--- src/rtl/core/uutd_pkg.sv ---
// shared types, constants and functions for the uu text decoder with crc-16
// no dependencies
package uutd_pkg;

  // input and output beat widths
  localparam int unsigned CHAR_W    = 8;
  localparam int unsigned BYTE_W    = 8;
  localparam int unsigned CRC_W     = 16;
  localparam int unsigned SIX_W     = 6;
  localparam int unsigned M_DATA_W  = BYTE_W + CRC_W;

  // crc polynomial and start value
  localparam logic [CRC_W-1:0] CRC_POLY = 16'h1021;
  localparam logic [CRC_W-1:0] CRC_INIT = 16'h0000;

  // job queue between front and back
  localparam int unsigned Q_DEPTH = 4;
  localparam int unsigned Q_AW    = $clog2(Q_DEPTH);

  // one job: up to three decoded bytes, or the end marker
  typedef struct packed {
    logic                   is_end;
    logic [1:0]             cnt;
    logic [2:0][BYTE_W-1:0] bytes;
  } job_t;

  // queue status seen by both sides
  typedef struct packed {
    logic full;
    logic empty;
  } q_status_t;

  // character to 6-bit value, with the alternate characters folded in
  function automatic logic [SIX_W-1:0] decode_char(input logic [CHAR_W-1:0] c);
    logic [CHAR_W-1:0] m;
    begin
      unique case (c)
        8'h6d:   m = 8'h20;
        8'h64:   m = 8'h5b;
        8'h65:   m = 8'h5c;
        8'h66:   m = 8'h5d;
        8'h67:   m = 8'h5e;
        8'h68:   m = 8'h27;
        default: m = c;
      endcase
      decode_char = SIX_W'(m - 8'h20);
    end
  endfunction

  // one byte of msb-first crc-16, table entry built from the high byte
  function automatic logic [CRC_W-1:0] crc_step(input logic [CRC_W-1:0] crc,
                                               input logic [BYTE_W-1:0] b);
    logic [CRC_W-1:0] v;
    begin
      v = {crc[15:8], 8'h00};
      for (int i = 0; i < 8; i++) begin
        if (v[15]) begin
          v = {v[14:0], 1'b0} ^ CRC_POLY;
        end else begin
          v = {v[14:0], 1'b0};
        end
      end
      crc_step = v ^ {crc[7:0], 8'h00} ^ {8'h00, b};
    end
  endfunction

endpackage

--- src/rtl/core/uutd_front.sv ---
// front end: accepts characters, tracks line and group state, emits jobs
// depends on uutd_pkg
module uutd_front (
  input  logic                           clk,
  input  logic                           rst,
  input  logic                           s_tvalid,
  output logic                           s_tready,
  input  logic [uutd_pkg::CHAR_W-1:0]    s_tdata,   // [7:0] text_char
  input  logic                           s_tuser,   // [0] line_start
  input  uutd_pkg::q_status_t            q_stat,
  output logic                           q_push,
  output uutd_pkg::job_t                 q_job
);
  import uutd_pkg::*;

  logic [5:0]  bytes_left, bytes_left_next;
  logic [17:0] group_chars, group_chars_next;
  logic [1:0]  group_pos, group_pos_next;
  logic        line_active, line_active_next;
  logic        finished, finished_next;

  logic [SIX_W-1:0] v;
  logic [1:0]       cnt;
  logic             accept;

  // accept whenever the queue has room for a job
  assign s_tready = !q_stat.full;
  assign accept   = s_tvalid && s_tready;
  assign v        = decode_char(s_tdata);
  assign cnt      = (bytes_left < 6'd3) ? bytes_left[1:0] : 2'd3;

  // line and group tracking
  always_comb begin
    bytes_left_next  = bytes_left;
    group_chars_next = group_chars;
    group_pos_next   = group_pos;
    line_active_next = line_active;
    finished_next    = finished;
    q_push           = 1'b0;
    q_job.is_end     = 1'b0;
    q_job.cnt        = cnt;
    q_job.bytes[0]   = {group_chars[17:12], group_chars[11:10]};
    q_job.bytes[1]   = {group_chars[9:6], group_chars[5:2]};
    q_job.bytes[2]   = {group_chars[1:0], v};
    if (accept && !finished) begin
      if (s_tuser) begin
        group_chars_next = '0;
        group_pos_next   = '0;
        if (v == '0) begin
          finished_next    = 1'b1;
          line_active_next = 1'b0;
          bytes_left_next  = '0;
          q_push           = 1'b1;
          q_job.is_end     = 1'b1;
        end else begin
          bytes_left_next  = v;
          line_active_next = 1'b1;
        end
      end else if (line_active) begin
        if (group_pos != 2'd3) begin
          group_chars_next = {group_chars[11:0], v};
          group_pos_next   = group_pos + 2'd1;
        end else begin
          group_chars_next = '0;
          group_pos_next   = '0;
          q_push           = 1'b1;
          bytes_left_next  = bytes_left - {4'd0, cnt};
          line_active_next = (bytes_left_next != '0);
        end
      end
    end
  end

  // state registers
  always_ff @(posedge clk) begin
    if (rst) begin
      bytes_left  <= '0;
      group_chars <= '0;
      group_pos   <= '0;
      line_active <= 1'b0;
      finished    <= 1'b0;
    end else begin
      bytes_left  <= bytes_left_next;
      group_chars <= group_chars_next;
      group_pos   <= group_pos_next;
      line_active <= line_active_next;
      finished    <= finished_next;
    end
  end

endmodule

--- src/rtl/core/uutd_fifo.sv ---
// short job queue between the front end and the back end
// depends on uutd_pkg
module uutd_fifo (
  input  logic                clk,
  input  logic                rst,
  input  logic                push,
  input  uutd_pkg::job_t      push_job,
  input  logic                pop,
  output uutd_pkg::job_t      head,
  output uutd_pkg::q_status_t stat
);
  import uutd_pkg::*;

  job_t          mem [Q_DEPTH];
  logic [Q_AW-1:0] wr_ptr, rd_ptr;
  logic [Q_AW:0]   count;

  assign head       = mem[rd_ptr];
  assign stat.full  = (count == (Q_AW+1)'(Q_DEPTH));
  assign stat.empty = (count == '0);

  // storage write
  always_ff @(posedge clk) begin
    if (push) begin
      mem[wr_ptr] <= push_job;
    end
  end

  // pointers and fill count
  always_ff @(posedge clk) begin
    if (rst) begin
      wr_ptr <= '0;
      rd_ptr <= '0;
      count  <= '0;
    end else begin
      if (push) begin
        wr_ptr <= wr_ptr + 1'b1;
      end
      if (pop) begin
        rd_ptr <= rd_ptr + 1'b1;
      end
      unique case ({push, pop})
        2'b10:   count <= count + 1'b1;
        2'b01:   count <= count - 1'b1;
        default: count <= count;
      endcase
    end
  end

endmodule

--- src/rtl/core/uutd_back.sv ---
// back end: expands jobs into output beats and runs the crc-16
// depends on uutd_pkg
module uutd_back (
  input  logic                          clk,
  input  logic                          rst,
  input  uutd_pkg::job_t                head,
  input  uutd_pkg::q_status_t           q_stat,
  output logic                          q_pop,
  output logic                          m_tvalid,
  input  logic                          m_tready,
  output logic [uutd_pkg::M_DATA_W-1:0] m_tdata,   // [7:0] out_byte, [23:8] crc_value
  output logic [1:0]                    m_tuser,   // [0] byte_valid, [1] end_seen
  output logic                          m_tlast    // last
);
  import uutd_pkg::*;

  logic [1:0]        idx;
  logic [CRC_W-1:0]  crc_acc, crc_next;
  logic [BYTE_W-1:0] out_byte;
  logic [CRC_W-1:0]  crc_value;
  logic              byte_valid, end_seen;
  logic              load, job_done;
  logic [BYTE_W-1:0] cur_byte;

  assign load     = (!m_tvalid || m_tready) && !q_stat.empty;
  assign cur_byte = head.bytes[idx];
  assign crc_next = crc_step(crc_acc, cur_byte);
  assign job_done = head.is_end || (idx == head.cnt - 2'd1);
  assign q_pop    = load && job_done;

  assign m_tdata  = {crc_value, out_byte};
  assign m_tuser  = {end_seen, byte_valid};

  // control: valid flag, byte index, running crc
  always_ff @(posedge clk) begin
    if (rst) begin
      m_tvalid <= 1'b0;
      idx      <= '0;
      crc_acc  <= CRC_INIT;
    end else begin
      if (load) begin
        m_tvalid <= 1'b1;
        idx      <= job_done ? 2'd0 : idx + 2'd1;
        if (!head.is_end) begin
          crc_acc <= crc_next;
        end
      end else if (m_tready) begin
        m_tvalid <= 1'b0;
      end
    end
  end

  // output beat payload
  always_ff @(posedge clk) begin
    if (load) begin
      if (head.is_end) begin
        out_byte   <= '0;
        byte_valid <= 1'b0;
        crc_value  <= crc_acc;
        end_seen   <= 1'b1;
      end else begin
        out_byte   <= cur_byte;
        byte_valid <= 1'b1;
        crc_value  <= crc_next;
        end_seen   <= 1'b0;
      end
      m_tlast <= job_done;
    end
  end

endmodule

--- src/rtl/core/uu_text_decoder_crc16.sv ---
// uu text decoder with crc-16: top level joining front end, job queue and back end
// depends on uutd_pkg, uutd_front, uutd_fifo, uutd_back
//
// usage:
//   input channel s_*: one encoded character per beat in s_tdata, s_tuser high
//   on the length character that opens a line. output channel m_*: one decoded
//   byte per beat with the running crc-16 after it; a final beat with
//   end_seen set and byte_valid clear carries the final crc when the
//   zero-length line arrives. m_tlast marks the last beat caused by one
//   character.
//   the first byte of a group passes from the front through the job queue
//   and then the output register; the later bytes of the group follow one per
//   cycle while the receiver is ready.
//   throughput: one character per cycle while the job queue has room; the back
//   end emits one beat per cycle while the receiver is ready, and a group of four characters gives at most three beats.
//   the four-entry job queue lets the front keep taking characters while the
//   receiver stalls; s_tready falls only when that queue is full.
//   reset clears line state, queue, crc and the output valid flag.
module uu_text_decoder_crc16 (
  input  logic                          clk,
  input  logic                          rst,
  input  logic                          s_tvalid,
  output logic                          s_tready,
  input  logic [uutd_pkg::CHAR_W-1:0]   s_tdata,   // [7:0] text_char
  input  logic                          s_tuser,   // [0] line_start
  output logic                          m_tvalid,
  input  logic                          m_tready,
  output logic [uutd_pkg::M_DATA_W-1:0] m_tdata,   // [7:0] out_byte, [23:8] crc_value
  output logic [1:0]                    m_tuser,   // [0] byte_valid, [1] end_seen
  output logic                          m_tlast    // last
);
  import uutd_pkg::*;

  q_status_t q_stat;
  job_t      push_job, head;
  logic      q_push, q_pop;

  // character intake and classification
  uutd_front u_front (
    .clk      (clk),
    .rst      (rst),
    .s_tvalid (s_tvalid),
    .s_tready (s_tready),
    .s_tdata  (s_tdata),
    .s_tuser  (s_tuser),
    .q_stat   (q_stat),
    .q_push   (q_push),
    .q_job    (push_job)
  );

  // job queue
  uutd_fifo u_fifo (
    .clk      (clk),
    .rst      (rst),
    .push     (q_push),
    .push_job (push_job),
    .pop      (q_pop),
    .head     (head),
    .stat     (q_stat)
  );

  // byte output and crc
  uutd_back u_back (
    .clk      (clk),
    .rst      (rst),
    .head     (head),
    .q_stat   (q_stat),
    .q_pop    (q_pop),
    .m_tvalid (m_tvalid),
    .m_tready (m_tready),
    .m_tdata  (m_tdata),
    .m_tuser  (m_tuser),
    .m_tlast  (m_tlast)
  );

endmodule

--- config.mk ---
export PLATFORM = sky130hd
export DESIGN_NAME = uu_text_decoder_crc16
export DESIGN_NICKNAME = d
export VERILOG_FILES = /design/src/rtl/core/uutd_pkg.sv /design/src/rtl/core/uutd_front.sv /design/src/rtl/core/uutd_fifo.sv /design/src/rtl/core/uutd_back.sv /design/src/rtl/core/uu_text_decoder_crc16.sv
export SDC_FILE = /design/constraint.sdc
export NUM_CORES = 1
export LEC_CHECK = 0
export ABC_AREA = 1
export BUFFER_PORTS_ARGS = -buffer_cell sky130_fd_sc_hd__buf_2
export CORE_UTILIZATION = 55
export DETAILED_ROUTE_END_ITERATION = 7
export HOLD_SLACK_MARGIN = 0.03
export PLACE_DENSITY = 0.76
export SYNTH_ARGS = -nofsm -noshare
export SYNTH_HDL_FRONTEND = slang
export SYNTH_SLANG_ARGS = --single-unit
--- constraint.sdc ---
create_clock -name clk -period 2.3 [get_ports clk]
set_input_delay 0.345 -clock clk [delete_from_list [all_inputs] [get_ports clk]]
set_output_delay 0.345 -clock clk [all_outputs]
set_load 0.005 [all_outputs]
* Yosys cells after proc, flatten, opt, wreduce, memory -nomap -nowiden
Memories as Yosys holds them, arrays and structs flattened. A register that Yosys moved wholly into a read port is not among the register bits. Index checks and enable logic that the tools add are counted.
Word-level totals: bits in writable memories 108, memories kept 1, input port bits 13, register bits after elaboration 81, output and inout bits 29
Memories:
- u_fifo.mem | depth 4, width 27, read ports 1, clocked after Yosys merged registers in 1, wr ports 1, line uutd_fifo.sv:14 | job_t mem [Q_DEPTH];
Cells by class: add/subtract/negate cells 9, bitwise logic cells 10, mux-type cells 44, eq/ne operators 12, reduce and logical (&&, ||, !) cells 19, $lt $le $gt $ge 2
Operators with widths (number):
- $mux W13 | 8
- $mux W18 | 3
- $eq A8 B7 Y1 const B | 6
- $pmux W6 S6 | 1
- $mux W6 | 4
- $not A3 Y3 | 8
- $mux W1 | 17
- $bmux W8 S2 | 1
- $mux W16 | 1
- $xor A16 B16 Y16 | 1
- $xor A16 B8 Y16 | 1
- $mux W2 | 7
- $add A2 B1 Y2 const B | 4
- $mux W8 | 1
- $logic_not A6 Y1 | 1
- $lt A6 B2 Y1 const B | 1
- $pmux W3 S2 | 1
- $reduce_and A3 Y1 | 2
- $reduce_bool A2 Y1 | 3
- $reduce_bool A6 Y1 | 1
- $sub A6 B2 Y6 | 1
- $sub A6 B6 Y6 const B | 1
- $logic_and A1 B1 Y1 | 4
- $logic_not A1 Y1 | 4
- 12 further kinds | 14

* Logic depth before layout (Yosys ltp)
word-level depth 19, depth in mapped cells 18, gate-level depth less buffers 18

* Cells and area by module
A second synthesis with hierarchy kept.
Second synthesis, totals: cells, all modules 879, area total of the unflattened synthesis 8498.2 um2
By module, submodules not included:
- uutd_fifo | cells an instance 319, sequential area each 3423.3 um2, area each 4496.8 um2, times used 1
- uutd_back | cells an instance 342, sequential area each 1191.1 um2, area each 2501.1 um2, times used 1
- uutd_front | cells an instance 218, sequential area each 560.5 um2, area each 1500.2 um2, times used 1

* Worst setup path after synthesis
OpenSTA, ideal clock, no wires.
path type input-to-reg, start point input port s_tdata[4] (netlist bit), end point memory u_fifo.mem[0][0] (netlist bit), enable pin, stages 11, slack -0.068 ns, data arrival time 1.979 ns, path through nor2_2 > nand2_1 > inv_1 > nand2_2 > nand2_1 > nand2_1 > nor2_2 > nand3_2 > nand2_4 > nand2_4 > nor2_2
Between the ends: longest elaborated chain between the ends 9
RTL lines:
- from (decl) | line uu_text_decoder_crc16.sv:24 | input logic [uutd_pkg::CHAR_W-1:0] s_tdata,
- $eq A8 B7 Y1 | line uutd_pkg.sv:37 | unique case (c)
- $pmux W6 S6 (*) | line uutd_pkg.sv:37
- $sub A6 B6 Y6 (*) | line uutd_pkg.sv:46 | decode_char = SIX_W'(m - 8'h20);
- $logic_not A6 Y1 (*) | line uutd_front.sv:49 | if (v == '0) begin
- $mux W1 (*) | line uutd_front.sv:49
- $mux W1 (*) | line uutd_front.sv:46 | if (s_tuser) begin
- $mux W1 (*) | line uutd_front.sv:45 | if (accept && !finished) begin
- $mux W1 (*) | line uutd_fifo.sv:24 | if (push) begin
- $mux W1 (implied by the code) (*) | line uutd_fifo.sv:25 | mem[wr_ptr] <= push_job;
- to (decl) | line uutd_fifo.sv:14
Mark *: on every way between the ends. The rest lies on a longest branch, timed or not.

==> results by stage <==
Timing:
- The final-report hold violation count was 0.
- The ratio of final minimum period to clock period is 99.56%.
- In this run the tightest slew margin relative to its limit is between 60% and 70%.
- Hold is met by 0.2964 ns.
- The clock period minus final worst setup slack is 2.290 ns.
- The number of failing setup endpoints in the final timing report is 0.
- The number of pins with negative max-slew slack in the final report is 0.
- Setup repair after global routing could not meet its margin everywhere.
- Clock skew on the completed layout was measured at 0.006564 ns.
- Across all setup checks in the final design, the least slack found is 0.01012 ns.
- The slew at the pin closest to its max-slew limit is 0.5439 ns.
- Based on the critical path, the design can be clocked at up to 436.7 MHz.

Floorplan:
- The floorplan step defined a core boundary enclosing 14,590 µm².
- During I/O placement, the number of pins put on the boundary was 42.
- The chip height is approximately 120 µm.
- The number of placement rows is 44.
- The effective utilization at floorplan is a little under three fifths.
- The die footprint is between 15,000 and 20,000 µm².
- The width of the chip is 124.5 µm.

Worst setup path:
- At the worst endpoint, the required time is between 2 and 3 ns.
- The worst setup path is launched from a register.
- The launching instance or port of the critical path is u_fifo.mem[0][25]$_DFFE_PP_.
- Walking the worst path, the cells encountered are nand2_4 > nand3_2 > nand2_2 > xor2_2 > nand3_2 > nand3_2 > nand2_2 > inv_2 > ha_4 > inv_2 > fa_2 > a21oi_2 > o21ai_1 > o21ai_1 > a21oi_1.
- Counting cells, the worst reg-to-reg path comes to 15.
- STA classifies the critical path endpoint as a register.
- In this design, the stage delay of the slowest critical-path cell is roughly 0.4 ns.
- The destination of the worst register-to-register timing path is u_fifo.count[2]$_SDFFE_PP0P_.
- The most repeated library cell on the critical path is sky130_fd_sc_hd__nand3_2.
- The largest individual stage delay along the critical path comes from the cell sky130_fd_sc_hd__edfxtp_1.
- The critical path is of the reg -> reg type.
- For the worst setup path, the data arrival time is about 2.6 ns.
- In this run the critical register-to-register path is launched from u_fifo.mem[0][25]$_DFFE_PP_.
- The largest fanout of any net on the critical path is 2.
- The flop-to-flop setup slack is 0.01 ns.

Clock network:
- The clock edge transition at the registers on the reported setup and hold paths is 0.07 ns.
- No sink is reached through more buffers than the 2 on the longest clock path.
- The number of sinks on the clock net is 191.
- The H-tree generated during clock tree synthesis spans 4 levels.
- The clock tree from TritonCTS is built.
- The TritonCTS buffer count is 17.
- Clock tree synthesis selected as its root buffer the cell sky130_fd_sc_hd__clkbuf_16.
- The clock network latency to the later pin of the worst-skew pair is 0.43 ns.

Drt:
- The average wire per standard cell is 15.54 µm.
- The remaining number of nets flagged by the antenna check after routing is 0.
- The total vias in the final route is 6,018.
- The count of TritonRoute iterations in the first routing pass is 5.
- For this block, the routed nets add up to 17,130 µm of wire.
- The via-per-instance ratio is 5.461.
- The number of design rule violations left after detail routing is 0.
- The number of DRC violations after detailed-routing iteration 0 is 537.

Global route:
- Summed over all layers, the global routing overflow is 0.
- The overall routing resource usage is 22.92%.
- The first global-routing pass estimated 27,630 µm of wire.
- The number of global-route vias before repair was 5,716.
- The largest net degree at the start of global routing is 40.
- The number of antenna violations at the first check in global routing is 0.

Place:
- At the placement stage, the worst setup path has a slack of -0.1572 ns.
- The placed wire-length estimate after detailed placement is 10,330 µm.
- The placer's final routability congestion estimate is between 0.8 and 0.9.
- The count of input and output buffers is between 40 and 50.

Power and ir drop:
- The final total power is 11,950 µW.
- The worst-case IR drop observed on VDD is 1.232 mV.
- The leakage power summed over all cells is 0.003824 µW.
- The power density of the placed cells is 1247 nW/µm².

Yosys:
- The post-synthesis average cell area is 9.869 µm².
- Summing every instance area after synthesis gives 8250 µm².
- The warning count from the yosys run is 0.
- The net count after synthesis is between 800 and 900.
- The dominant cell type by area after synthesis is sky130_fd_sc_hd__edfxtp_1.
- The share of the synthesized area in the top cell type is 49.14%.
- The number of cells produced by synthesis is 836.
- After synthesis, the cell types taking the most area are sky130_fd_sc_hd__edfxtp_1, sky130_fd_sc_hd__dfxtp_1, sky130_fd_sc_hd__nand2_1.
- After synthesis the netlist holds a flip-flop and latch count of 191.
- Of the synthesized area, sequential elements account for 62.72%.
- The number of distinct library cell variants in the gate-level netlist after synthesis is 37.

Outcome:
- The flow ran to the end, and the final reports show no timing, DRC or antenna violations.

Cells and area:
- The proportion of layout cells with a drive suffix above 1 is between 10% and 20%.
- The count of antenna diodes in the layout is 0.
- The number of nets in the final layout is about 900.
- Leaving out fill and tap cells, the most frequent cell in the layout is sky130_fd_sc_hd__nand2_1.
- The area growth from synthesis to layout is 16.15%.
- The top cell types in the final layout, fill and taps aside, are sky130_fd_sc_hd__nand2_1, sky130_fd_sc_hd__edfxtp_1, sky130_fd_sc_hd__nor2_1.

Hold path:
- The number of stages on the worst hold path is 3.
- The type of the tightest min-delay check is in -> reg.
- The endpoint of the worst hold path is u_front.bytes_left[1]$_SDFFE_PP0P_.
- The worst hold path begins at s_tuser.

Flow run:
- The reported max-cap violation count is 0.
==> worst max-delay path by stage <==
stage | end | slack [ns] | depth (start not counted)
2_1_floorplan | u_fifo.mem[0][0]$_DFFE_PP_ | -0.07 | 11
3_3_place_gp | u_fifo.count[2]$_SDFFE_PP0P_ | -0.09 | 17
3_5_place_dp | u_fifo.count[2]$_SDFFE_PP0P_ | -0.16 | 17
4_1_cts | u_fifo.count[2]$_SDFFE_PP0P_ | 0.02 | 16
5_1_grt | u_fifo.count[2]$_SDFFE_PP0P_ | -0.11 | 15
6_report | u_fifo.count[2]$_SDFFE_PP0P_ | 0.01 | 15
==> synthesized netlist by cell type, drive strengths merged <==
| library cell | instances |
|---|---|
| a31oi | 5 |
| o22ai | 9 |
| fa | 1 |
| dfxtp | 56 |
| clkbuf | 11 |
| inv | 85 |
| nor2 | 105 |
| xor2 | 7 |
| ha | 7 |
| edfxtp | 135 |
| buf | 25 |
| and3 | 1 |
| o211ai | 11 |
| a21oi | 57 |
| nand2 | 160 |
| nand3b | 1 |
| nor3 | 1 |
| clkinv | 2 |
| o2111ai | 1 |
| nand3 | 66 |
| xnor2 | 2 |
| o21a | 1 |
| o21ai | 87 |
==> cell type report <==
type                    count  area (µm²)
well taps                 184       230.2
clock buffers              25       548.0
fillers                  1093        5006
repair buffers             86       596.8
flip-flops and latches    191        5180
multi-input cells         522        2603
clock inverters             7       91.34
inverters                  87       334.1
==> power by group <==
| part | total (µW) | switching, µW | internal, µW |
|---|---|---|---|
| logic | 4190 | 2730 | 1460 |
| clock network | 3090 | 1210 | 1880 |
| registers | 4670 | 233 | 4440 |
| total | 11900 | 4180 | 7770 |
==> worst max-delay path, delay by kind of cell (launching register included) <==
kind | cells | cell delay (ns)
buffers and inverters | 2 | 0.13
and+or+nand+nor | 6 | 0.53
xor gates and xnor gates | 1 | 0.19
AOI/OAI and AO/OA | 4 | 0.42
DFF | 1 | 0.41
adders and majority gates | 2 | 0.49
==> logic make-up after synthesis <==
family | count (synthesis) | share of synthesized area (%)
xor+xnor | 9 | 0.9555
fa+ha+maj | 8 | 1.304
flops | 191 | 62.72
buf+inv | 123 | 6.521
compound gates | 171 | 11.30
simple gates | 334 | 17.20
==> flip-flops by register name, summed over array words and instances (netlist names), 3 cells and up, named ones only <==
signal / flops
u_back.crc_acc: 16
u_fifo.count: 3
u_back.crc_value: 16
u_fifo.mem: 108
u_front.bytes_left: 6
u_back.out_byte: 8
u_front.group_chars: 18
==> metal layers <==
| metal | GRT usage, % | vias up | routed length (µm) |
|---|---|---|---|
| met5 | 0 | - | 0 |
| met4 | 9.709 | 0 | 293 |
| met3 | 4.639 | 26 | 1044 |
| met2 | 39.32 | 213 | 8621 |
| met1 | 28.09 | 2816 | 7167 |
| li1 | - | 2963 | - |
==> per-stage QoR <==
stage               util [%]  instances  area [µm²]  setup TNS [ns]
finish                 65.69       1102        9583               0
global route           65.69       1102        9583         -0.1066
CTS                    65.06       1098        9492               0
detailed placement     60.54       1064        8832         -0.1827
global placement       60.54       1064        8832        -0.08624
floorplan                  -        836        8250          -7.389
==> what timing repair did <==
item / CTS / global route
buffers inserted: 2 / 4
setup endpoints to repair: 1 / 9
resized for setup: 4 / 16
pin swaps: 2 / 8
cloned: 0 / 0
hold buffers: 0 / 0
(Power assumes the default switching activity.)
